[src/rtl/assert_macros.svh]
// Assertion helpers shared by the RTL.
`ifndef ASSERT_MACROS_SVH
`define ASSERT_MACROS_SVH

`ifndef ASSERT_OFF

// Check on every clock edge outside reset.
`define ASSERT_CLK(lbl, prop, msg) \
    lbl: assert property (@(posedge clk) disable iff (!rst_n) prop) else $error(msg);

// Check on every clock edge, reset included.
`define ASSERT_CLK_RST(lbl, prop, msg) \
    lbl: assert property (@(posedge clk) prop) else $error(msg);

`else

`define ASSERT_CLK(lbl, prop, msg)
`define ASSERT_CLK_RST(lbl, prop, msg)

`endif

`endif

[src/rtl/vclp_pkg.sv]
package vclp_pkg;

    typedef enum logic [1:0] {
        PH_SEARCH = 2'd0,
        PH_PARSE  = 2'd1,
        PH_DONE   = 2'd2
    } phase_t;

    localparam logic [1:0] RUN_NONE  = 2'd0;
    localparam logic [1:0] RUN_ONE   = 2'd1;
    localparam logic [1:0] RUN_TAKEN = 2'd2;

    localparam logic [7:0] CH_OPEN  = 8'h28;
    localparam logic [7:0] CH_CLOSE = 8'h29;
    localparam logic [7:0] CH_V     = 8'h76;

    localparam logic [7:0] OPENER_TEXT [4] = '{8'h76, 8'h63, 8'h70, 8'h28};
    localparam logic [1:0] OPENER_LAST = 2'd3;

    typedef struct packed {
        logic       is_hex;
        logic [3:0] nibble;
        logic       is_open;
        logic       is_close;
        logic       is_v;
    } char_class_t;

    typedef struct packed {
        logic       code_valid;
        logic [7:0] vcp_code;
        logic       list_end;
        logic       list_found;
    } vclp_result_t;

endpackage

[src/rtl/vclp_in_if.sv]
interface vclp_in_if;
    logic       valid;
    logic       ready;
    logic [7:0] char_code;
    logic       last_char;

    modport source (output valid, output char_code, output last_char, input ready);
    modport sink   (input valid, input char_code, input last_char, output ready);
endinterface

[src/rtl/vclp_out_if.sv]
interface vclp_out_if;
    logic       valid;
    logic       ready;
    logic       code_valid;
    logic [7:0] vcp_code;
    logic       list_end;
    logic       list_found;

    modport source (
        output valid, output code_valid, output vcp_code, output list_end,
        output list_found, input ready
    );
    modport sink (
        input valid, input code_valid, input vcp_code, input list_end,
        input list_found, output ready
    );
endinterface

[src/rtl/vclp_char_class.sv]
module vclp_char_class (
    input  logic [7:0]           char_code,
    output vclp_pkg::char_class_t cls
);
    import vclp_pkg::*;

    always_comb
    begin
        cls          = '0;
        cls.is_open  = (char_code == CH_OPEN);
        cls.is_close = (char_code == CH_CLOSE);
        cls.is_v     = (char_code == CH_V);
        if (char_code inside {[8'h30:8'h39]})
        begin
            cls.is_hex = 1'b1;
            cls.nibble = char_code[3:0];
        end
        else if (char_code inside {[8'h61:8'h66], [8'h41:8'h46]})
        begin
            cls.is_hex = 1'b1;
            cls.nibble = 4'(char_code[3:0] + 4'd9);
        end
    end
endmodule

[src/rtl/vclp_parse_core.sv]
`include "assert_macros.svh"

module vclp_parse_core #(
    parameter int NEST_LIMIT = 255
) (
    input  logic                   clk,
    input  logic                   rst_n,
    input  logic                   step,
    input  logic [7:0]             char_code,
    input  logic                   last_char,
    input  vclp_pkg::char_class_t  cls,
    output vclp_pkg::vclp_result_t result
);
    import vclp_pkg::*;

    localparam int DEPTH_W = $clog2(NEST_LIMIT + 1);
    localparam logic [DEPTH_W-1:0] DEPTH_MAX = DEPTH_W'(NEST_LIMIT);

    phase_t             phase_reg, phase_next;
    logic [1:0]         matched_reg, matched_next;
    logic [DEPTH_W-1:0] depth_reg, depth_next;
    logic [1:0]         run_reg, run_next;
    logic [3:0]         nibble_reg, nibble_next;
    logic [DEPTH_W-1:0] depth_dec;

    assign depth_dec = (depth_reg != '0) ? depth_reg - DEPTH_W'(1) : depth_reg;

    always_ff @(posedge clk or negedge rst_n)
    begin
        if (!rst_n)
        begin
            phase_reg   <= PH_SEARCH;
            matched_reg <= '0;
            depth_reg   <= '0;
            run_reg     <= RUN_NONE;
            nibble_reg  <= '0;
        end
        else if (step)
        begin
            phase_reg   <= phase_next;
            matched_reg <= matched_next;
            depth_reg   <= depth_next;
            run_reg     <= run_next;
            nibble_reg  <= nibble_next;
        end
    end

    // next state
    always_comb
    begin
        phase_next   = phase_reg;
        matched_next = matched_reg;
        depth_next   = depth_reg;
        run_next     = run_reg;
        nibble_next  = nibble_reg;
        case (phase_reg)
            PH_SEARCH:
            begin
                if (char_code == OPENER_TEXT[matched_reg])
                begin
                    if (matched_reg == OPENER_LAST)
                    begin
                        phase_next   = PH_PARSE;
                        matched_next = '0;
                        depth_next   = DEPTH_W'(1);
                        run_next     = RUN_NONE;
                    end
                    else
                    begin
                        matched_next = matched_reg + 2'd1;
                    end
                end
                else
                begin
                    matched_next = {1'b0, cls.is_v};
                end
            end
            PH_PARSE:
            begin
                if (cls.is_hex)
                begin
                    if (run_reg == RUN_NONE)
                    begin
                        nibble_next = cls.nibble;
                        run_next    = RUN_ONE;
                    end
                    else if (run_reg == RUN_ONE)
                    begin
                        run_next = RUN_TAKEN;
                    end
                end
                else
                begin
                    run_next = RUN_NONE;
                    if (cls.is_open)
                    begin
                        if (depth_reg < DEPTH_MAX)
                            depth_next = depth_reg + DEPTH_W'(1);
                    end
                    else if (cls.is_close)
                    begin
                        depth_next = depth_dec;
                        if (depth_dec == '0)
                            phase_next = PH_DONE;
                    end
                end
            end
            default:
            begin
            end
        endcase
        // drop all state at the end of the string
        if (last_char)
        begin
            phase_next   = PH_SEARCH;
            matched_next = '0;
            depth_next   = '0;
            run_next     = RUN_NONE;
            nibble_next  = '0;
        end
    end

    // outputs
    always_comb
    begin
        result            = '0;
        result.list_end   = last_char;
        result.list_found = (phase_reg != PH_SEARCH) ||
                            (char_code == OPENER_TEXT[matched_reg] &&
                             matched_reg == OPENER_LAST);
        if (phase_reg == PH_PARSE && cls.is_hex && run_reg == RUN_ONE)
        begin
            result.code_valid = 1'b1;
            result.vcp_code   = {nibble_reg, cls.nibble};
        end
    end

    `ASSERT_CLK(a_code_only_in_parse, result.code_valid |-> phase_reg == PH_PARSE,
        "code emitted outside the list")
    `ASSERT_CLK(a_parse_depth_nonzero, phase_reg == PH_PARSE |-> depth_reg != '0,
        "parsing with zero depth")
    `ASSERT_CLK(a_last_clears, step && last_char |=>
        phase_reg == PH_SEARCH && matched_reg == '0 && depth_reg == '0,
        "state not cleared after last character")
    `ASSERT_CLK(a_hold_without_step, !step |=> $stable(phase_reg) && $stable(depth_reg),
        "state moved without an item")
endmodule

[src/rtl/vcp_code_list_parser.sv]
// Channel   Dir  Payload                                         Handshake
// char_in   in   char_code[7:0], last_char                       valid/ready
// code_out  out  code_valid, vcp_code[7:0], list_end, list_found valid/ready
//
// One result per character; an accepted character waits in the input register until the result register can take it.
// Sustains one character per cycle while code_out is ready: input register, parser logic, result register.
// The parser state advances only when an item moves into the result register.
// A stalled result holds; the input register still takes one more item.
// rst_n clears the parser to the search for the list opener.
`include "assert_macros.svh"

module vcp_code_list_parser #(
    parameter int NEST_LIMIT = 255
) (
    input  logic       clk,
    input  logic       rst_n,
    vclp_in_if.sink    char_in,
    vclp_out_if.source code_out
);
    import vclp_pkg::*;

    logic         in_valid_reg;
    logic [7:0]   char_reg;
    logic         last_reg;
    logic         out_valid_reg;
    vclp_result_t result_reg;
    logic         advance;
    char_class_t  cls;
    vclp_result_t result;

    assign advance       = in_valid_reg && (!out_valid_reg || code_out.ready);
    assign char_in.ready = !in_valid_reg || advance;

    always_ff @(posedge clk or negedge rst_n)
    begin
        if (!rst_n)
        begin
            in_valid_reg  <= 1'b0;
            out_valid_reg <= 1'b0;
        end
        else
        begin
            if (char_in.ready)
                in_valid_reg <= char_in.valid;
            if (advance)
                out_valid_reg <= 1'b1;
            else if (code_out.ready)
                out_valid_reg <= 1'b0;
        end
    end

    always_ff @(posedge clk)
    begin
        if (char_in.ready && char_in.valid)
        begin
            char_reg <= char_in.char_code;
            last_reg <= char_in.last_char;
        end
        if (advance)
            result_reg <= result;
    end

    vclp_char_class u_class (
        .char_code (char_reg),
        .cls       (cls)
    );

    vclp_parse_core #(
        .NEST_LIMIT (NEST_LIMIT)
    ) u_core (
        .clk       (clk),
        .rst_n     (rst_n),
        .step      (advance),
        .char_code (char_reg),
        .last_char (last_reg),
        .cls       (cls),
        .result    (result)
    );

    assign code_out.valid      = out_valid_reg;
    assign code_out.code_valid = result_reg.code_valid;
    assign code_out.vcp_code   = result_reg.vcp_code;
    assign code_out.list_end   = result_reg.list_end;
    assign code_out.list_found = result_reg.list_found;

    `ASSERT_CLK(a_advance_fills_out, advance |=> out_valid_reg,
        "result register not loaded")
    `ASSERT_CLK(a_hold_input, in_valid_reg && !advance |=>
        in_valid_reg && $stable(char_reg) && $stable(last_reg),
        "pending item lost")
    `ASSERT_CLK(a_ready_when_empty, !out_valid_reg |-> char_in.ready,
        "input blocked with empty result register")
endmodule
[src/flat_wrapper.sv]
// flat-port wrapper written by rule: the top's interface ports become plain ports
module vcp_code_list_parser_flat import vclp_pkg::*;
#(
    parameter int NEST_LIMIT = 255
)
  (clk, rst_n, char_in_valid, char_in_char_code, char_in_last_char, char_in_ready, code_out_valid, code_out_code_valid, code_out_vcp_code, code_out_list_end, code_out_list_found, code_out_ready);
  vclp_in_if char_in_i ();
  vclp_out_if code_out_i ();
  input  logic clk;
  input  logic rst_n;
  input wire logic [$bits(char_in_i.valid)-1:0] char_in_valid;
  input wire logic [$bits(char_in_i.char_code)-1:0] char_in_char_code;
  input wire logic [$bits(char_in_i.last_char)-1:0] char_in_last_char;
  output wire logic [$bits(char_in_i.ready)-1:0] char_in_ready;
  output wire logic [$bits(code_out_i.valid)-1:0] code_out_valid;
  output wire logic [$bits(code_out_i.code_valid)-1:0] code_out_code_valid;
  output wire logic [$bits(code_out_i.vcp_code)-1:0] code_out_vcp_code;
  output wire logic [$bits(code_out_i.list_end)-1:0] code_out_list_end;
  output wire logic [$bits(code_out_i.list_found)-1:0] code_out_list_found;
  input wire logic [$bits(code_out_i.ready)-1:0] code_out_ready;
  assign char_in_i.valid = char_in_valid;
  assign char_in_i.char_code = char_in_char_code;
  assign char_in_i.last_char = char_in_last_char;
  assign char_in_ready = char_in_i.ready;
  assign code_out_valid = code_out_i.valid;
  assign code_out_code_valid = code_out_i.code_valid;
  assign code_out_vcp_code = code_out_i.vcp_code;
  assign code_out_list_end = code_out_i.list_end;
  assign code_out_list_found = code_out_i.list_found;
  assign code_out_i.ready = code_out_ready;
  vcp_code_list_parser #(.NEST_LIMIT(NEST_LIMIT)) u_core (.clk(clk), .rst_n(rst_n), .char_in(char_in_i), .code_out(code_out_i));
endmodule
[config.mk]
export PLATFORM = sky130hd
export DESIGN_NAME = vcp_code_list_parser_flat
export DESIGN_NICKNAME = d
export VERILOG_FILES = /design/src/rtl/vclp_pkg.sv /design/src/rtl/vclp_in_if.sv /design/src/rtl/vclp_out_if.sv /design/src/rtl/vclp_char_class.sv /design/src/rtl/vclp_parse_core.sv /design/src/rtl/vcp_code_list_parser.sv /design/src/flat_wrapper.sv
export VERILOG_INCLUDE_DIRS = /design/src /design/src/rtl
export SDC_FILE = /design/constraint.sdc
export NUM_CORES = 1
export LEC_CHECK = 0
export BUFFER_PORTS_ARGS = -buffer_cell sky130_fd_sc_hd__buf_2
export CAP_MARGIN = 20
export CORE_AREA = 5 5 71 73
export DETAILED_ROUTE_END_ITERATION = 7
export DIE_AREA = 0 0 76 78
export HOLD_SLACK_MARGIN = 0.06
export PLACE_DENSITY_LB_ADDON = 0.12
export SETUP_SLACK_MARGIN = 0.05
export SYNTH_ARGS = -nofsm -noshare
export SYNTH_HDL_FRONTEND = slang
export SYNTH_SLANG_ARGS = --single-unit
[constraint.sdc]
create_clock -name clk -period 2.5 [get_ports clk]
set_input_delay 0.375 -clock clk [delete_from_list [all_inputs] [get_ports clk]]
set_output_delay 0.375 -clock clk [all_outputs]
set_load 0.1 [all_outputs]
After elaboration in Yosys (flattened, before gate mapping):

Cells that the tools add are included.

* add/sub/neg operators: 4
* $lt $le $gt $ge: 8
* equality and inequality tests: 16
* muxes and demuxes: 40
* bitwise logic cells: 1
* reduce and logical (&&, ||, !) cells: 30

Operator list (count)
* 8-bit two-way mux: 10
* 2-bit two-way mux: 17
* 3-bit by 2-bit inequality test with 1-bit output (second input constant): 6
* 8-bit binary-select mux with 2-bit select: 1
* 8-bit by 6-bit == test with 1-bit output (second input constant): 2
* 8-bit by 7-bit >= comparator with 1-bit output (second input constant): 2
* 8-bit by 7-bit less-or-equal comparator with 1-bit output (second input constant): 2
* 4-bit two-way mux: 4
* 8-bit one-hot mux with 2 select lines: 1
* 2-bit nonzero test: 7
* 5-bit two-way mux: 2
* 9-bit two-way mux: 1
* 8-bit by 1-bit adder with 8-bit output (second input constant): 1
* 8-bit by 7-bit == test with 1-bit output (second input constant): 1
* 8-bit == test: 1
* 8-bit by 6-bit >= comparator with 1-bit output (second input constant): 1
* 8-bit by 6-bit less-or-equal comparator with 1-bit output (second input constant): 1
* 1-bit logical AND: 8
* 8-bit zero test: 1
* 8-bit less-than comparator (second input constant): 1
* 4-bit by 3-bit inequality test with 1-bit output (second input constant): 2
* 2-bit one-hot mux with 2 select lines: 2
* 8-bit AND reduction: 1
* 8-bit nonzero test: 1
* other kinds (17): 23

* register bits after elaboration: 40
* input bits: 13
* output and inout port bits: 13
* word-level logic and storage cells: 112

Logic depth before layout (Yosys ltp):

* word-level depth: 9
* gate-level depth with buffers: 9
* mapped depth without buffers: 8

Hierarchy:

Synthesis repeated with hierarchy kept, for this count alone.

* cell total of the unflattened synthesis: 242
* area, all modules: 2548.7 um^2

By module, submodules not included
* vclp_parse_core: times used 1, cells each 183, area an instance 1595.3 um^2
* vcp_code_list_parser: times used 1, cells each 28, area an instance 704.4 um^2
* vclp_char_class: times used 1, cells each 31, area an instance 249.0 um^2

Worst setup path after synthesis:

No wires, ideal clock.

* kind: reg-to-reg
* start point: register u_core.out_valid_reg (netlist: u_core.code_out.valid)
* end point: register u_core.char_reg[0], enable pin
* arrival time: 2485 ps
* slack: -271 ps
* stages on the path, launching flop included: 3
* buffers on the path: 0
* cells stage by stage: dfrtp_1 > nand3b_1 > and2_1

* cells in the longest elaborated chain, start to end: 5

Ends and longest elaborated chain
* from (decl): RTL line vcp_code_list_parser.sv:25 `logic out_valid_reg;`
* from (signal assigned): RTL line vcp_code_list_parser.sv:39 `out_valid_reg <= 1'b0;`
* from (signal assigned): RTL line vcp_code_list_parser.sv:46 `out_valid_reg <= 1'b1;`
* from (signal assigned): RTL line vcp_code_list_parser.sv:48 `out_valid_reg <= 1'b0;`
* 1-bit zero test: RTL line vcp_code_list_parser.sv:31 `assign advance = in_valid_reg && (!out_valid_reg || code_out.ready);`
* 1-bit logical OR: RTL line vcp_code_list_parser.sv:31
* 1-bit logical AND: RTL line vcp_code_list_parser.sv:31
* 1-bit logical OR: RTL line vcp_code_list_parser.sv:32 `assign char_in.ready = !in_valid_reg || advance;`
* via char_in_ready: RTL line flat_wrapper.sv:14 `output wire logic [$bits(char_in_i.ready)-1:0] char_in_ready;`
* 1-bit logical AND: RTL line vcp_code_list_parser.sv:54 `if (char_in.ready && char_in.valid)`
* to (signal assigned): RTL line vcp_code_list_parser.sv:56 `char_reg <= char_in.char_code;`
* to (decl): RTL line vcp_code_list_parser.sv:23 `logic [7:0] char_reg;`

The timed path passes the listed nets, and every way through them passes these cells.
A chain may end at the register's enable or synchronous reset.

Worst setup path in the final report:

* start point: register u_core.char_reg[0]
* end point: register u_core.result_reg (netlist bit u_core.code_out.vcp_code[6]), data pin

* cells in the longest elaborated chain, start to end: 7

Ends and longest elaborated chain
* 8-bit by 7-bit >= comparator with 1-bit output / 8-bit by 7-bit less-or-equal comparator with 1-bit output (equally long branches): RTL line vclp_char_class.sv:18 `else if (char_code inside {[8'h61:8'h66], [8'h41:8'h46]})`
* 1-bit logical AND: RTL line vclp_char_class.sv:18
* 2-bit nonzero test: RTL line vclp_char_class.sv:18
* 5-bit two-way mux: RTL line vclp_char_class.sv:18
* 5-bit two-way mux *: RTL line vclp_char_class.sv:13 `if (char_code inside {[8'h30:8'h39]})`
* 1-bit logical AND * (2 in a row): RTL line vclp_parse_core.sv:131 `if (phase_reg == PH_PARSE && cls.is_hex && run_reg == RUN_ONE)`
* to (signal assigned): RTL line vcp_code_list_parser.sv:60 `result_reg <= result;`
* to (decl): RTL line vcp_code_list_parser.sv:26 `vclp_result_t result_reg;`

Mark *: on every way between the ends. The rest lies on a longest branch, timed or not.

==> impl_metrics.py <==
metrics = {
    "yosys": {
        "ys_types": 57,
        "avgSynthCellArea_um2": 10.2,
        "yosysSeqAreaShare": 0.453,
        "synthCells": 238,
        "synth-compound-area-share": 0.178,
        "synth_top_family_by_area": "simple AND/OR/NAND/NOR gates",
        "synth_nets": 264,
        "yosys.area_share.simple": 0.233,
        "synthArstFlopShare": 0.500,
        "synth-xor-area-share": 0.0252,
        "ys_ff_latch": 40,
        "synthFlopType": "edfxtp_1",
        "synth_adder_area_share": 0.0670,
        "ys_warn_count": 0,
        "synth.area.mux_share": 0.0124,
        "netlist_area_um2": 2430,
        "synth_edf_count": 20,
    },
    "timing": {
        "tightest_slew_ps": 484,
        "final_hold_viol_count": 0,
        "fmax_mhz": 440,
        "worst_clock_skew_ps": 7.40,
        "tns_ps": 0,
        "setup_viol": 0,
        "slew_viol_final": 0,
        "rsz0062_at_grt": "no",
        "slew_headroom": 0.677,
        "min_period_ps": 2270,
        "min_period_over_period": 0.910,
    },
    "finish": {
        "num_antenna_cells": 0,
        "final.fill_count": 366,
        "area_growth_syn_to_layout_pct": 14.4,
        "nNetsFinal": 301,
        "design_area_um2": 2780,
        "drive_above_1_share": 0.217,
    },
    "pwr": {
        "pwr-share-seq": 0.422,
        "p_leak_nw": 1.16,
        "combPwrFrac": 0.397,
        "intPower_mw": 1.32,
        "clockPowerShare": 0.181,
        "switching_share": 0.405,
        "power_switching_uw": 900,
        "ir_worst_vdd_uv": 451,
        "power.density_nw_per_um2": 800,
    },
    "clocking": {
        "clockBufferDepth": 2,
        "cts_hold_buf": 0,
        "numClockSinks": 40,
        "cts-root-buf": "clkbuf_8",
        "cts_made_buffers": 5,
        "clk_pin_slew_worst_paths_ps": 70,
        "h-tree-depth": 2,
        "worstSkewPairLatency_ps": 280,
        "cts_tree": "yes",
    },
    "run_status": {
        "status": "completed",
    },
    "global_routing": {
        "grt_busiest_layer": "met2",
        "met2_usage": 0.265,
        "grt_pass1_vias": 1832,
        "groute.usage.overall": 0.172,
        "grt_pass1_wl_um": 8440,
        "met3_usage": 0.0301,
        "grt_overflow": 0,
        "gr-usage-met1": 0.244,
        "antenna_found_initial": 0,
        "grt_max_degree": 21,
    },
    "critical_path": {
        "crit_arrival_ps": 2310,
        "path_class": "flop to flop",
        "cp-end-kind": "flop",
        "critPathMaxFanout": 6,
        "cp_data_required_time_ps": 2540,
        "startpoint_type": "flop",
        "r2r-start": "u_core.char_reg[0]",
        "critPathLaunch": "u_core.char_reg[0]",
    },
    "routing": {
        "dr.pass1.iters": 4,
        "drt_iter0_drc": 186,
        "via_per_inst": 5.95,
        "detail-route-antenna-nets": 0,
        "wl_per_cell_um": 15.2,
        "route.detailed.drc": 0,
        "drt_wl_total_um": 4990,
        "via_count": 1951,
    },
    "flow_run": {
        "max-cap-violations": 0,
    },
    "placement": {
        "port_buffers": 25,
        "dp_hpwl_um": 3690,
        "place_congestion": 0.886,
        "placed_area_um2": 2630,
    },
    "die": {
        "row_count": 24,
        "io_pins": 26,
        "die_area_um2": 5930,
        "die_h_um": 78,
        "start_util": 0.566,
        "coreArea_um2": 4290,
        "die_w_um": 76,
    },
    "min_path": {
        "hold_path.class": "input port to async pin",
    },
}
power groups by stage:
stage | Combinational (mW) | Clock [mW] | Sequential [mW]
floorplan | 0.589 | 0 | 1.01
detailed placement | 0.851 | 0 | 0.949
global route | 0.972 | 0.447 | 0.954
CTS | 0.857 | 0.419 | 0.935
global placement | 0.849 | 0 | 0.945
finish | 0.882 | 0.402 | 0.936
metrics by stage:
stage               setup WS (ps)   util  cells  hold WS (ps)  power, mW
floorplan                    54.2      -    238          79.4       1.60
global placement             67.8  0.613    315           373       1.79
detailed placement           39.5  0.613    315           373       1.80
CTS                           148  0.633    323          63.1       2.21
global route                 33.0  0.647    328          87.7       2.37
finish                        225  0.647    328          44.4       2.22
placed cells by master, fill, tap and decap left out, types with 8 or more instances in the layout:
cell and instances:
buf_2 25, nand2_1 22, nor2_1 20, edfxtp_1 20, dfrtp_1 19, ha_1 13
buf_4 12, a21oi_1 10, inv_1 9, nand2b_1 8, a31oi_1 8
cell families (layout without fill, tap and decap cells):
kind of cell / Yosys count / in the layout
buffers and inverters: 16 / 54
and+or+nand+nor: 100 / 100
muxes: 3 / 3
xor gates and xnor gates: 7 / 7
adders and majority gates: 13 / 13
AOI/OAI and AO/OA: 59 / 59
DFF: 40 / 40
area by class of cell:
class	count	area [um2]	share of cell area
inverters	9	33.8	0.0122
well taps	52	65.1	0.0234
clock buffers	5	68.8	0.0248
flip-flops and latches	40	1100	0.397
clock inverters	3	13.8	0.00495
multi-input cells	182	1280	0.460
repair buffers	37	215	0.0775
cell usage after synthesis (all sizes together) (3+ instances only):
master / count / share of area
nand2: 23 / 0.036
dfrtp: 20 / 0.21
edfxtp: 20 / 0.25
nor2: 20 / 0.031
ha: 13 / 0.067
a21oi: 11 / 0.023
inv: 9 / 0.014
nand2b: 9 / 0.024
a31oi: 8 / 0.021
o21ai: 8 / 0.018
and2: 6 / 0.015
nand3: 6 / 0.012
buf: 5 / 0.014
nand3b: 5 / 0.015
nand4: 5 / 0.013
nor3: 5 / 0.017
xnor2: 5 / 0.018
a22o: 4 / 0.014
and3: 4 / 0.010
nor3b: 4 / 0.014
o311ai: 4 / 0.014
a21o: 3 / 0.0093
mux2i: 3 / 0.012
nor2b: 3 / 0.0077
o22a: 3 / 0.011
o22ai: 3 / 0.0077
worst paths after layout:
path,end,slack (ps),cells after the start
max in group asynchronous,u_core.code_out.valid,2090,1
worst min register to register,u_core.u_core.nibble_reg[3],530,2
worst min-delay path,u_core.u_core.nibble_reg[3],40,1
worst max-delay path,u_core.code_out.vcp_code[6],230,8
worst max register to register,u_core.code_out.vcp_code[6],230,8
min in group clk,u_core.char_reg[0],260,1
critical path: stages (launching register included):
cell and delay (ps):
edfxtp_1 480, inv_1 160, ha_1 230, nor2b_1 140, a211oi_2 290, o21bai_1 210, nand4b_1 240, inv_1 120
and2_1 170
timing repair:
action / 4_1_cts / 5_1_grt
setup buffers: 0 / 5
pin swaps: 0 / 1
setup endpoints to repair: 4 / 16
gates resized for setup: 1 / 5
layer usage:
layer  share of wire  wire length (um)
met2            0.45              2260
met1            0.48              2390
met4           0.016                78
met3           0.052               258
met5               0                 0
Note: power is estimated with default switching activity, not from simulation.
